$ cat config.mk
export PLATFORM = sky130hd
export DESIGN_NAME = register_query_cache_table_flat
export DESIGN_NICKNAME = d
export VERILOG_FILES = /design/src/hw/rtl/rqct_pkg.sv /design/src/hw/rtl/rqct_if.sv /design/src/hw/rtl/rqct_match.sv /design/src/hw/rtl/register_query_cache_table.sv /design/src/flat_wrapper.sv
export SDC_FILE = /design/constraint.sdc
export NUM_CORES = 2
export LEC_CHECK = 0
export BUFFER_PORTS_ARGS = -buffer_cell sky130_fd_sc_hd__clkbuf_2
export CORE_MARGIN = 10
export CORE_UTILIZATION = 35
export DETAILED_ROUTE_END_ITERATION = 6
export PLACE_DENSITY_LB_ADDON = 0.1
export SYNTH_ARGS = -nofsm -noshare
export SYNTH_HDL_FRONTEND = slang
export SYNTH_SLANG_ARGS = --single-unit
$ cat constraint.sdc
create_clock -name clk -period 16.7 [get_ports clk]
set_input_delay 1.67 -clock clk [delete_from_list [all_inputs] [get_ports clk]]
set_output_delay 1.67 -clock clk [all_outputs]
set_load 0.01 [all_outputs]
$ cat src/hw/rtl/rqct_pkg.sv
// Package for the register query cache table: table depth, action codes, entry,
// request and result types and sequencer state type. No dependencies.
`default_nettype none
package rqct_pkg;
	// Table depth; the index fields of the request and result words assume 16
	localparam int NUM_ENTRIES = 16;

	typedef enum logic [3:0] {
		ACT_LOOKUP = 4'd0, ACT_ALLOC = 4'd1, ACT_MARK = 4'd2, ACT_AGE = 4'd3,
		ACT_FREE_ROLE = 4'd4, ACT_NEXT = 4'd5, ACT_FREE_ALL = 4'd6,
		ACT_FREE_ENTRY = 4'd7, ACT_UPDATE = 4'd8
	} action_t;

	typedef struct packed {
		logic [7:0]  role;
		logic [31:0] command;
		logic [31:0] argument;
		logic [7:0]  size;
		logic [31:0] time_v;
	} entry_t;

	typedef struct packed {
		logic [3:0]  action;
		logic [7:0]  role;
		logic [31:0] command;
		logic [31:0] arg_value;
		logic [7:0]  response_size;
		logic [31:0] time_value;
		logic [4:0]  entry_index;
	} req_t;

	typedef struct packed {
		logic        found;
		logic [3:0]  result_index;
		logic [7:0]  result_size;
		logic [31:0] result_time;
	} rsp_t;

	typedef enum logic [6:0] {
		ST_IDLE  = 7'b0000001,
		ST_SCAN  = 7'b0000010,
		ST_FILL  = 7'b0000100,
		ST_SWAPA = 7'b0001000,
		ST_SWAPB = 7'b0010000,
		ST_RPT   = 7'b0100000,
		ST_OUT   = 7'b1000000
	} state_t;
endpackage
`default_nettype wire

$ cat src/hw/rtl/rqct_if.sv
// Valid/ready channel carrying one payload word.
// Depends on nothing; payload type is a parameter.
`default_nettype none
interface rqct_if #(parameter type T = logic) (input wire logic clk);
	logic valid;
	logic ready;
	T     data;
	modport source (output valid, output data, input ready);
	modport sink (input valid, input data, output ready);
endinterface
`default_nettype wire

$ cat src/hw/rtl/rqct_match.sv
// Shared entry compare unit: all per-entry tests for the scanning sequencer.
// Depends on rqct_pkg.
`default_nettype none
module rqct_match import rqct_pkg::*; (
	input  wire entry_t e,
	input  wire req_t   r,
	output logic        hit_lookup,
	output logic        hit_free,
	output logic        hit_role,
	output logic        hit_next,
	output logic        age_gt
);
	always_comb begin
		hit_role   = e.role == r.role;
		hit_lookup = hit_role && e.command == r.command && e.argument == r.arg_value;
		hit_free   = e.command == 32'd0;
		hit_next   = hit_role && e.command == r.command;
		age_gt     = e.time_v > r.time_value;
	end
endmodule
`default_nettype wire

$ cat src/hw/rtl/register_query_cache_table.sv
// Register query cache table: fully associative, round-robin replacement.
// Scanning actions compare one entry per cycle in a single shared compare unit;
// single-entry actions check the index and go straight on to fill or report.
// One word at a time: in.ready only while idle, so each word is finished and its
// result taken by the output, after any output stall, before the next is taken.
// Reset: arst_n clears control and the latest pointer; entries are cleared
// through per-entry valid bits (an invalid entry reads as all zero).
`default_nettype none
module register_query_cache_table import rqct_pkg::*; (
	input wire logic clk,
	input wire logic arst_n,
	rqct_if.sink   in,
	rqct_if.source out
);
	localparam int IW = $clog2(NUM_ENTRIES);

	// Entry store: one write per cycle, read combinationally
	// through the valid mask.
	entry_t              mem [NUM_ENTRIES];
	logic [NUM_ENTRIES-1:0] vld_q;
	state_t              st_q;
	req_t                req_q;
	logic [IW:0]         ptr_q;   // scan index; the entry at NUM_ENTRIES - 1 is the last one scanned
	logic [IW-1:0]       latest_q, tgt_q, dst_q;
	logic                have_q;
	entry_t              tmp_q;   // held copy of the entry being swapped
	rsp_t                rsp_q;
	logic                ovld_q;

	logic [IW-1:0] rd_idx;
	entry_t        rd_e;
	logic          we;
	logic [IW-1:0] wa;
	entry_t        wd;
	logic hl, hf, hr, hn, ag;

	assign rd_e = vld_q[rd_idx] ? mem[rd_idx] : '0;

	rqct_match u_match (.e(rd_e), .r(req_q), .hit_lookup(hl), .hit_free(hf),
		.hit_role(hr), .hit_next(hn), .age_gt(ag));

	function automatic logic [IW-1:0] after(input logic [IW-1:0] i);
		return (32'(i) + 1 >= NUM_ENTRIES) ? '0 : IW'(32'(i) + 1);
	endfunction

	logic          idx_ok, last;
	logic [IW-1:0] pi;
	assign idx_ok = 32'(req_q.entry_index) < NUM_ENTRIES;
	assign pi     = ptr_q[IW-1:0];
	assign last   = 32'(ptr_q) + 1 >= NUM_ENTRIES;

	// Read address: scan pointer, swap source, or report target.
	always_comb begin
		unique case (st_q)
			ST_SWAPA, ST_SWAPB: rd_idx = (st_q == ST_SWAPA) ? dst_q : tgt_q;
			ST_RPT:             rd_idx = tgt_q;
			default:            rd_idx = pi;
		endcase
	end

	// Write port.
	always_comb begin
		we = 1'b0; wa = pi; wd = rd_e;
		unique case (st_q)
			ST_SCAN: begin
				priority case (action_t'(req_q.action))
					ACT_AGE: if (hr && ag) begin
						we = 1'b1; wd.time_v = req_q.time_value;
					end
					ACT_FREE_ROLE: if (hr) begin
						we = 1'b1; wd.command = '0; wd.size = '0;
					end
					ACT_FREE_ALL: begin
						we = 1'b1; wd.command = '0; wd.size = '0;
					end
					default: ;
				endcase
			end
			ST_FILL: begin
				// write the new entry for alloc only; mark_used just moves it
				wa = tgt_q; we = req_q.action == ACT_ALLOC;
				wd.role = req_q.role; wd.command = req_q.command;
				wd.argument = '0; wd.size = req_q.response_size;
				wd.time_v = mem[tgt_q].time_v & {32{vld_q[tgt_q]}};
			end
			ST_SWAPA: begin
				// hold dst contents in tmp, write target contents into dst
				we = 1'b1; wa = dst_q; wd = tmp_q;
			end
			ST_SWAPB: begin
				we = 1'b1; wa = tgt_q; wd = tmp_q;
			end
			ST_RPT: begin
				// free or update the single target entry while reporting it
				wa = tgt_q;
				if (have_q && req_q.action == ACT_FREE_ENTRY) begin
					we = 1'b1; wd.command = '0; wd.size = '0;
				end else if (have_q && req_q.action == ACT_UPDATE) begin
					we = 1'b1; wd.argument = req_q.arg_value;
					wd.time_v = req_q.time_value;
				end
			end
			default: ;
		endcase
	end

	always_ff @(posedge clk) if (we) mem[wa] <= wd;

	assign in.ready  = st_q == ST_IDLE;
	assign out.valid = ovld_q;
	assign out.data  = rsp_q;

	always_ff @(posedge clk or negedge arst_n) begin
		if (!arst_n) begin
			st_q <= ST_IDLE; vld_q <= '0; latest_q <= '0; ovld_q <= 1'b0;
			ptr_q <= '0; tgt_q <= '0; dst_q <= '0; have_q <= 1'b0;
			req_q <= '0; tmp_q <= '0; rsp_q <= '0;
		end else begin
			if (we) vld_q[wa] <= 1'b1;
			unique case (st_q)
				ST_IDLE: if (in.valid) begin
					req_q <= in.data; ptr_q <= '0; have_q <= 1'b0;
					rsp_q <= '0;
					tgt_q <= in.data.entry_index[IW-1:0];
					if (in.data.action == ACT_NEXT)
						ptr_q <= (32'(in.data.entry_index) < NUM_ENTRIES)
							? (IW+1)'(in.data.entry_index) : '0;
					st_q <= ST_SCAN;
				end
				ST_SCAN: begin
					ptr_q <= ptr_q + 1'b1;
					priority case (action_t'(req_q.action))
						ACT_LOOKUP: begin
							if (hl) begin
								tgt_q <= pi; st_q <= ST_RPT;
							end else if (last) st_q <= ST_OUT;
						end
						ACT_NEXT: begin
							if (req_q.command == '0 || !idx_ok) st_q <= ST_OUT;
							else if (hn) begin
								tgt_q <= pi; st_q <= ST_RPT;
							end else if (last) st_q <= ST_OUT;
						end
						ACT_ALLOC: begin
							if (req_q.command == '0) st_q <= ST_OUT;
							else if (hf) begin
								tgt_q <= pi; st_q <= ST_FILL;
							end else if (last) begin
								tgt_q <= after(latest_q); st_q <= ST_FILL;
							end
						end
						ACT_MARK: st_q <= idx_ok ? ST_FILL : ST_OUT;
						ACT_FREE_ENTRY, ACT_UPDATE: begin
							st_q <= idx_ok ? ST_RPT : ST_OUT;
							if (idx_ok) have_q <= 1'b1;
						end
						ACT_AGE, ACT_FREE_ROLE, ACT_FREE_ALL:
							if (last) st_q <= ST_OUT;
						default: st_q <= ST_OUT;
					endcase
				end
				ST_FILL: begin
					// keep tgt_q on the original slot until the swap is done
					dst_q <= after(latest_q);
					if (tgt_q == latest_q) st_q <= ST_RPT;
					else begin
						latest_q <= after(latest_q);
						if (after(latest_q) == tgt_q) begin
							st_q <= ST_RPT;
						end else begin
							tmp_q <= (req_q.action == ACT_ALLOC) ? wd
								: (vld_q[tgt_q] ? mem[tgt_q] : '0);
							st_q <= ST_SWAPA;
						end
					end
				end
				ST_SWAPA: begin
					// tmp now gets old dst, swap back into original slot
					tmp_q <= rd_e; st_q <= ST_SWAPB;
				end
				ST_SWAPB: begin
					tgt_q <= dst_q; st_q <= ST_RPT;
				end
				ST_RPT: begin
					have_q <= 1'b0;
					rsp_q.found <= 1'b1;
					rsp_q.result_index <= tgt_q;
					rsp_q.result_size <= wd.size;
					rsp_q.result_time <= wd.time_v;
					st_q <= ST_OUT;
				end
				ST_OUT: begin
					if (!ovld_q) ovld_q <= 1'b1;
					else if (out.ready) begin
						ovld_q <= 1'b0; st_q <= ST_IDLE;
					end
				end
				default: st_q <= ST_IDLE;
			endcase
		end
	end

	assert property (@(posedge clk) disable iff (!arst_n)
		out.valid |-> st_q == ST_OUT) else $error("result outside output state");
	assert property (@(posedge clk) disable iff (!arst_n)
		in.ready |-> !out.valid) else $error("ready while result pending");
	assert property (@(posedge clk) disable iff (!arst_n)
		st_q == ST_SWAPB |-> $past(st_q) == ST_SWAPA) else $error("bad swap order");
endmodule
`default_nettype wire

$ cat src/flat_wrapper.sv
// flat-port wrapper written by rule: the top's interface ports become plain ports
module register_query_cache_table_flat import rqct_pkg::*;
  (clk, arst_n, in_valid, in_data, in_ready, out_valid, out_data, out_ready);
  rqct_if #(.T(req_t)) in_i (.clk(clk));
  rqct_if #(.T(rsp_t)) out_i (.clk(clk));
  input wire logic clk;
  input wire logic arst_n;
  input wire logic [$bits(in_i.valid)-1:0] in_valid;
  input wire logic [$bits(in_i.data)-1:0] in_data;
  output wire logic [$bits(in_i.ready)-1:0] in_ready;
  output wire logic [$bits(out_i.valid)-1:0] out_valid;
  output wire logic [$bits(out_i.data)-1:0] out_data;
  input wire logic [$bits(out_i.ready)-1:0] out_ready;
  assign in_i.valid = in_valid;
  assign in_i.data = in_data;
  assign in_ready = in_i.ready;
  assign out_valid = out_i.valid;
  assign out_data = out_i.data;
  assign out_i.ready = out_ready;
  register_query_cache_table u_core (.clk(clk), .arst_n(arst_n), .in(in_i), .out(out_i));
endmodule
# Word level (Yosys, flattened, before mapping)
# Memories as Yosys holds them, arrays and structs flattened.
# Cells that the tools add are included.
[word_totals] reg_bits=320 latchBits=0 ramBits=1792 rom_bits=0 out_inout_bits=47 elab_cells=180 mem_count=1
[classes] addsub=3 multipliers=0 n_div=0 n_lt_le_gt_ge=9 n_eq_ne=35 shifts=0 n_mux=77 bitwise_logic=3 reduce_logical=28
[memory_table] name="u_core.mem" depth=16 word_bits=112 rd=2 rd_clocked_by_memory_dff=0 wr=1 line="register_query_cache_table.sv:19" rtl="entry_t mem [NUM_ENTRIES];"
[ops] operator="$mux W112" count=5
[ops] operator="$mux W32" count=8
[ops] operator="$pmux W112 S2" count=1
[ops] operator="$pmux W40 S4" count=1
[ops] operator="$pmux W32 S4" count=1
[ops] operator="$pmux W32 S3" count=1
[ops] operator="$mux W7" count=13
[ops] operator="$pmux W45 S2" count=1
[ops] operator="$eq A32 B32 Y1" count=2
[ops] operator="$ge A32 B5 Y1 const B" count=2
[ops] operator="$logic_not A32 Y1" count=2
[ops] operator="$pmux W32 S2" count=1
[ops] operator="$pmux W7 S7" count=1
[ops] operator="$mux W45" count=1
[ops] operator="$pmux W7 S6" count=1
[ops] operator="$mux W4" count=9
[ops] operator="$and A32 B32 Y32" count=1
[ops] operator="$gt A32 B32 Y1" count=1
[ops] operator="$pmux W8 S2" count=2
[ops] operator="$pmux W4 S3" count=2
[ops] operator="$eq A4 B3 Y1 const B" count=5
[ops] operator="$mux W8" count=2
[ops] operator="$or A16 B16 Y16" count=1
[ops] operator="$pmux W4 S2" count=2
[ops] operator="other kinds (46)" count=89

# Logic depth before layout (Yosys ltp)
[logic_depth] depth_word=15 mapped_depth=34 depth_no_buf=26

# By module
# Synthesis repeated with hierarchy kept, for this count alone.
[hier_totals] hier_cells=6869 hier_area_um2=103324.1
[modules_own_cells] module="register_query_cache_table" n_inst=1 cells_each=6649 area_each_um2=101667.5
[modules_own_cells] module="rqct_match" n_inst=1 cells_each=220 area_each_um2=1656.6

# Worst setup path after synthesis
# No wires, ideal clock.
[synth_timing] kind="reg2reg" from="register u_core.st_q[3]" to="register u_core.vld_q[11]" setup_ps=113 t_arrival_ps=14060 required_time_ps=16587 path_slack_ps=2527 stages_incl_launch_ff=33 path_buffers=8 period_less_slack_ps=14173 path_cell_list="dfrtp_1 > buf_6 > or4_1 > buf_2 > nor3_4 > o211ai_2 > buf_6 > nor3_4 > nand3_1 > nand4_4 > or2_1 > buf_2 > buf_1 > clkbuf_1 > buf_1 > a211oi_1 > ha_1 > nor2b_1 > o21a_1 > o21a_1 > o21a_1 > o21a_1 > o21a_1 > o21a_1 > o21ai_0 > a21boi_0 > o31ai_1 > a211o_1 > nand2b_1 > a31oi_1 > clkbuf_1 > nor3_1 > or2_2"
[synth_via] elab_chain_cells=11 word_cells_on_any_way=27 classes_between="order compare: 3; eq/ne: 6; mux: 12; bitwise: 1; reduce/logical: 4; memory: 1"
[synth_rtl] element="start: declaration" line="register_query_cache_table.sv:21" rtl="state_t st_q;"
[synth_rtl] element="start signal: assignment" line="register_query_cache_table.sv:152" rtl="ACT_MARK: st_q <= idx_ok ? ST_FILL : ST_OUT;"
[synth_rtl] element="start signal: assignment" line="register_query_cache_table.sv:154" rtl="st_q <= idx_ok ? ST_RPT : ST_OUT;"
[synth_rtl] element="$eq A7 B4 Y1 or $eq A7 B5 Y1 (tied branches)" line="register_query_cache_table.sv:54, register_query_cache_table.sv:55, register_query_cache_table.sv:64"
[synth_rtl] element="$mux W4 or $reduce_or A2 Y1 (tied branches)"
[synth_rtl] element="$pmux W4 S2" line="register_query_cache_table.sv:54" rtl="unique case (st_q)"
[synth_rtl] element="$bmux W1 S4" line="register_query_cache_table.sv:37" rtl="assign rd_e = vld_q[rd_idx] ? mem[rd_idx] : '0;"
[synth_rtl] element="$mux W1 (not written as such)" line="register_query_cache_table.sv:37"
[synth_rtl] element="$mux W112" line="register_query_cache_table.sv:37"
[synth_rtl] element="$gt A32 B32 Y1 or $eq A8 B8 Y1 (tied branches)" line="rqct_match.sv:18, rqct_match.sv:14"
[synth_rtl] element="$logic_and A1 B1 Y1" line="register_query_cache_table.sv:67" rtl="ACT_AGE: if (hr && ag) begin"
[synth_rtl] element="$mux W1" line="register_query_cache_table.sv:67"
[synth_rtl] element="$pmux W1 S3" line="register_query_cache_table.sv:66" rtl="priority case (action_t'(req_q.action))"
[synth_rtl] element="$pmux W1 S4" line="register_query_cache_table.sv:64" rtl="unique case (st_q)"
[synth_rtl] element="end signal: assignment" line="register_query_cache_table.sv:115" rtl="st_q <= ST_IDLE; vld_q <= '0; latest_q <= '0; ovld_q <= 1'b0;"
[synth_rtl] element="end signal: indexed assignment" line="register_query_cache_table.sv:119" rtl="if (we) vld_q[wa] <= 1'b1;"
[synth_rtl] element="end: declaration" line="register_query_cache_table.sv:20" rtl="logic [NUM_ENTRIES-1:0] vld_q;"
# Several ways; a longest one is shown, not always the timed one. The select of a mux whose other input is x is not followed.
# A chain may end at the register's enable or synchronous reset.

# Final worst setup path
[layout_timing] from="register u_core.tgt_q[1]" to="memory u_core.mem[8][94] (netlist name) (enable)"
[layout_via] elab_chain_cells=12 word_cells_on_any_way=16 classes_between="order compare: 1; eq/ne: 1; mux: 12; reduce/logical: 1; memory: 1"
[layout_rtl] element="start: declaration" line="register_query_cache_table.sv:24" rtl="logic [IW-1:0] latest_q, tgt_q, dst_q;"
[layout_rtl] element="start signal: assignment" line="register_query_cache_table.sv:124" rtl="tgt_q <= in.data.entry_index[IW-1:0];"
[layout_rtl] element="$mux W4" line="register_query_cache_table.sv:55" rtl="ST_SWAPA, ST_SWAPB: rd_idx = (st_q == ST_SWAPA) ? dst_q : tgt_q;"
[layout_rtl] element="$pmux W4 S2" line="register_query_cache_table.sv:54"
[layout_rtl] element="$bmux W1 S4" line="register_query_cache_table.sv:37"
[layout_rtl] element="$mux W1 (not written as such)" line="register_query_cache_table.sv:37"
[layout_rtl] element="$mux W112" line="register_query_cache_table.sv:37"
[layout_rtl] element="$gt A32 B32 Y1 or $eq A8 B8 Y1 (tied branches)" line="rqct_match.sv:18, rqct_match.sv:14"
[layout_rtl] element="$logic_and A1 B1 Y1" line="register_query_cache_table.sv:67"
[layout_rtl] element="$mux W1" line="register_query_cache_table.sv:67"
[layout_rtl] element="$pmux W1 S3" line="register_query_cache_table.sv:66"
[layout_rtl] element="$pmux W1 S4" line="register_query_cache_table.sv:64"
[layout_rtl] element="$mux W1" line="register_query_cache_table.sv:107" rtl="always_ff @(posedge clk) if (we) mem[wa] <= wd;"
[layout_rtl] element="$mux W1 (not written as such)" line="register_query_cache_table.sv:107"
[layout_rtl] element="end: declaration" line="register_query_cache_table.sv:19"
# Several ways; a longest one is shown, not always the timed one. The select of a mux whose other input is x is not followed.

==> results by group <==
Critical path
  – R2r setup slk: 6320 ps
  – Crit path buf inv count: 6
  – Startpoint types: flop
  – Crit-path max cell delay: about 1100 ps
  – CP Capture Type: flop
  – R2R depth: 29
  – Largest delay share family, worst path: simple AND/OR/NAND/NOR gates
  – CP max FO: 39
  – Setup CP Type: flop to flop
  – CP required: 17230 ps
  – CP max-delay cell: dfrtp_4
  – Arrival @ worst endpoint: 10910 ps
  – FF-to-FF End: u_core.mem[8][94]
  – Reg-to-Reg Start: u_core.tgt_q[1]
  – Most used cell, CP: o21a_1

Clock tree
  – CTS Hold Bufs: 0
  – Clock Tree Root: clkbuf_16
  – Post-cts sizing count: 0
  – H-tree Lvls: 4
  – Clock Sinks: roughly 2100
  – Post-CTS Setup Inserts: 0
  – CTS max path bufs: 4
  – Total CTS buffers: 240
  – Worst-path clk slew: 60 ps
  – Clock latency on the worst-skew pair: approximately 950 ps
  – CTS tree: built

Detailed routing
  – DR iter-0 viols: 7899
  – First-pass DRT Iterations: 6
  – Vias per inst: roughly 6
  – Final WL: 372000 microns
  – Wire length per cell: 33.3 microns
  – DRT antenna net count: 0
  – # DRC: 0
  – Via count: 68200

Die
  – DIE AREA: about 0.32 sq mm
  – Core area: 0.291 sq mm
  – Chip width: about 560 microns
  – Std-Cell Rows: 198
  – Die Y-Extent: 561 microns
  – IO Pins: 172
  – Initial core utilization: a little over a third

Global routing
  – Vias in the first global route: 68900
  – Gr ovfl total: 0
  – First-pass GRT wire length: 529000 microns
  – GRT Total Usage: about 23%
  – Met2 Usage GRT: 36.5%
  – Initial antenna violation count: 14
  – Met3 usage: 3.36%
  – Gr busiest metal: met2
  – Largest net degree at the start of global routing: 146
  – Met1 Use GR: 32.2%

Logic synthesis
  – Cell variety after synth: 91
  – Mapped Area: between 0.1 and 0.15 sq mm
  – Post-Synthesis Net Count: 7124
  – Ys flop type: edfxtp_1
  – Share of flip-flops with an asynchronous set or reset: 15.0%
  – Total of warnings raised by yosys: 0
  – Mean Syn Cell Area: ~15 sq um
  – Flops & latches, synth: roughly 2100
  – Number of synthesized flops with an enable pin: 1792
  – Gate count after technology mapping: 6965
  – Sequential share of the synthesized area: roughly 60%

STA
  – Final hold vios: 0
  – Worst slew pin tran: 1360 ps
  – Clock skew: 75.4 ps
  – Setup-failing EPs final: 0
  – Final setup TNS: 0 ps
  – Final period util: 62.2%
  – Fmax: 0.0963 GHz
  – Minimum clock period: roughly 10000 ps
  – Relative slew slack: 9.19%
  – Slew Viols, Final: 0
  – RSZ-0062 raised after global routing: no

Cells and area
  – Most frequent cells in the layout: edfxtp_1, nand2_1, mux4_2
  – Post-Layout Cell Count: 11200
  – Synth-to-Final Area Change: 13.2%
  – Most common cell after layout, fill and taps aside: edfxtp_1
  – Share of cells above drive strength 1: a little over a fifth
  – # fillers: 26900
  – Final net count: around 7200

Run
  – Max-cap violations: 0

Placement
  – Estimated wirelength of the detail-placed design: ~220000 microns
  – Count of input and output buffers: 171
  – Final Wtd Congestion: 0.822
  – DP Cell Count: 10700

Power and ir drop
  – Total chip power: 23400 uW
  – P_leak: between 0.03 and 0.04 uW
  – Worst VDD drop: 201 uV
  – PD cells: 202 mW/mm^2

Worst hold path
  – Worst Hold End: u_core.out.data[1]
  – Hold WC Path Type: flop to flop
  – Hold depth: 2
  – Hold Startpoint: u_core.out.data[1]

Status
  – Status: complete, no violations
[per-stage QoR]
step           utilization [%]  instance area, sq um  setup slack [ps]  hold slack, ps
6_report                  39.9                116000              6320             473
5_1_grt                   39.9                116000              5890             497
4_1_cts                   39.9                116000              6190             476
3_5_place_dp              37.1                108000              6240             462
3_3_place_gp              37.1                108000              6270             461
2_1_floorplan                -                103000              2530             439
[per-layer routing]
layer / vias up / part of all wire, % / routed length [microns]
li1: 28200 / - / -
met1: 36200 / 43 / 161000
met2: 3118 / 47 / 173000
met3: 632 / 6.9 / 25500
met4: 6 / 3.3 / 12200
met5: - / 0.010 / 37
[flip-flops by register name, indices dropped and copies added (netlist names)]
register and cells:
u_core.tgt_q 4, u_core.mem 1792, u_core.out.data 45, u_core.st_q 7
u_core.ptr_q 5, u_core.dst_q 4, u_core.out.valid 1, u_core.req_q 117
u_core.tmp_q 112, u_core.vld_q 16, u_core.have_q 1, u_core.latest_q 4
[cells in the mapped netlist (44+ instances only)]
master       n  share of area, %
a211oi_1    90              0.66
a21oi_1    278               1.4
a221o_1     67              0.65
a22o_1      50              0.43
a22oi_1    141               1.0
a32oi_1    152               1.3
and3_1      49              0.30
buf_1      101              0.37
buf_2      109              0.53
clkbuf_1   283               1.0
dfrtp_1    315               7.7
edfxtp_1  1792                52
inv_1       74              0.27
mux2i_1    418               4.1
mux4_2     730                16
nand2_1   1032               3.8
nand3_1    109              0.53
nand4_1     73              0.45
nor2_1     188              0.69
nor3_1      48              0.23
nor3b_1     44              0.32
o21ai_0    281               1.4
o22ai_1     48              0.29
[area by class of cell]
class / instances / area (sq um) / share of cell area [%]
Tap cell: 3900 / 4880 / 4.20
Inverter: 76 / 300 / 0.258
Clock inverter: 127 / 1380 / 1.18
Sequential cell: 2108 / 61700 / 53.1
Timing Repair Buffer: 400 / 2710 / 2.33
Clock buffer: 323 / 6580 / 5.66
Multi-Input combinational cell: 4243 / 38600 / 33.2
Antenna cell: 4 / 10.0 / 0.00862
[worst reg2reg max path: cells and delay by family (launching register included)]
family                   cells  cell delay, ps
AO/OA/AOI/OAI               13            2020
adder cells (fa/ha/maj)      1             390
buffers and inverters        6            2680
flip-flops                   1            1050
AND/OR/NAND/NOR              9            3780
[worst max path at each step]
stage	from	end	slack (ps)	cells past startpoint
floorplan	u_core.st_q[3]	u_core.vld_q[11]	2530	32
global placement	u_core.tgt_q[1]	u_core.mem[8][96]	6270	29
detailed placement	u_core.tgt_q[1]	u_core.mem[8][96]	6240	29
CTS	u_core.tgt_q[1]	u_core.mem[8][75]	6190	29
global route	u_core.tgt_q[1]	u_core.mem[8][75]	5890	29
finish	u_core.tgt_q[1]	u_core.mem[8][94]	6320	29
[power breakdown]
group          internal, uW  switching [uW]
registers              7360             396
clock network          3130            2250
logic                  3580            6730
total                 14100            9380
[cell families after synthesis]
logic type               synth area share (%)
AO/OA/AOI/OAI                            8.56
XOR/XNOR                                0.393
adder cells (fa/ha/maj)                 0.415
buffers and inverters                    2.58
flip-flops                               60.1
multiplexers                             20.2
AND/OR/NAND/NOR                          7.72
(Power assumes the default switching activity.)
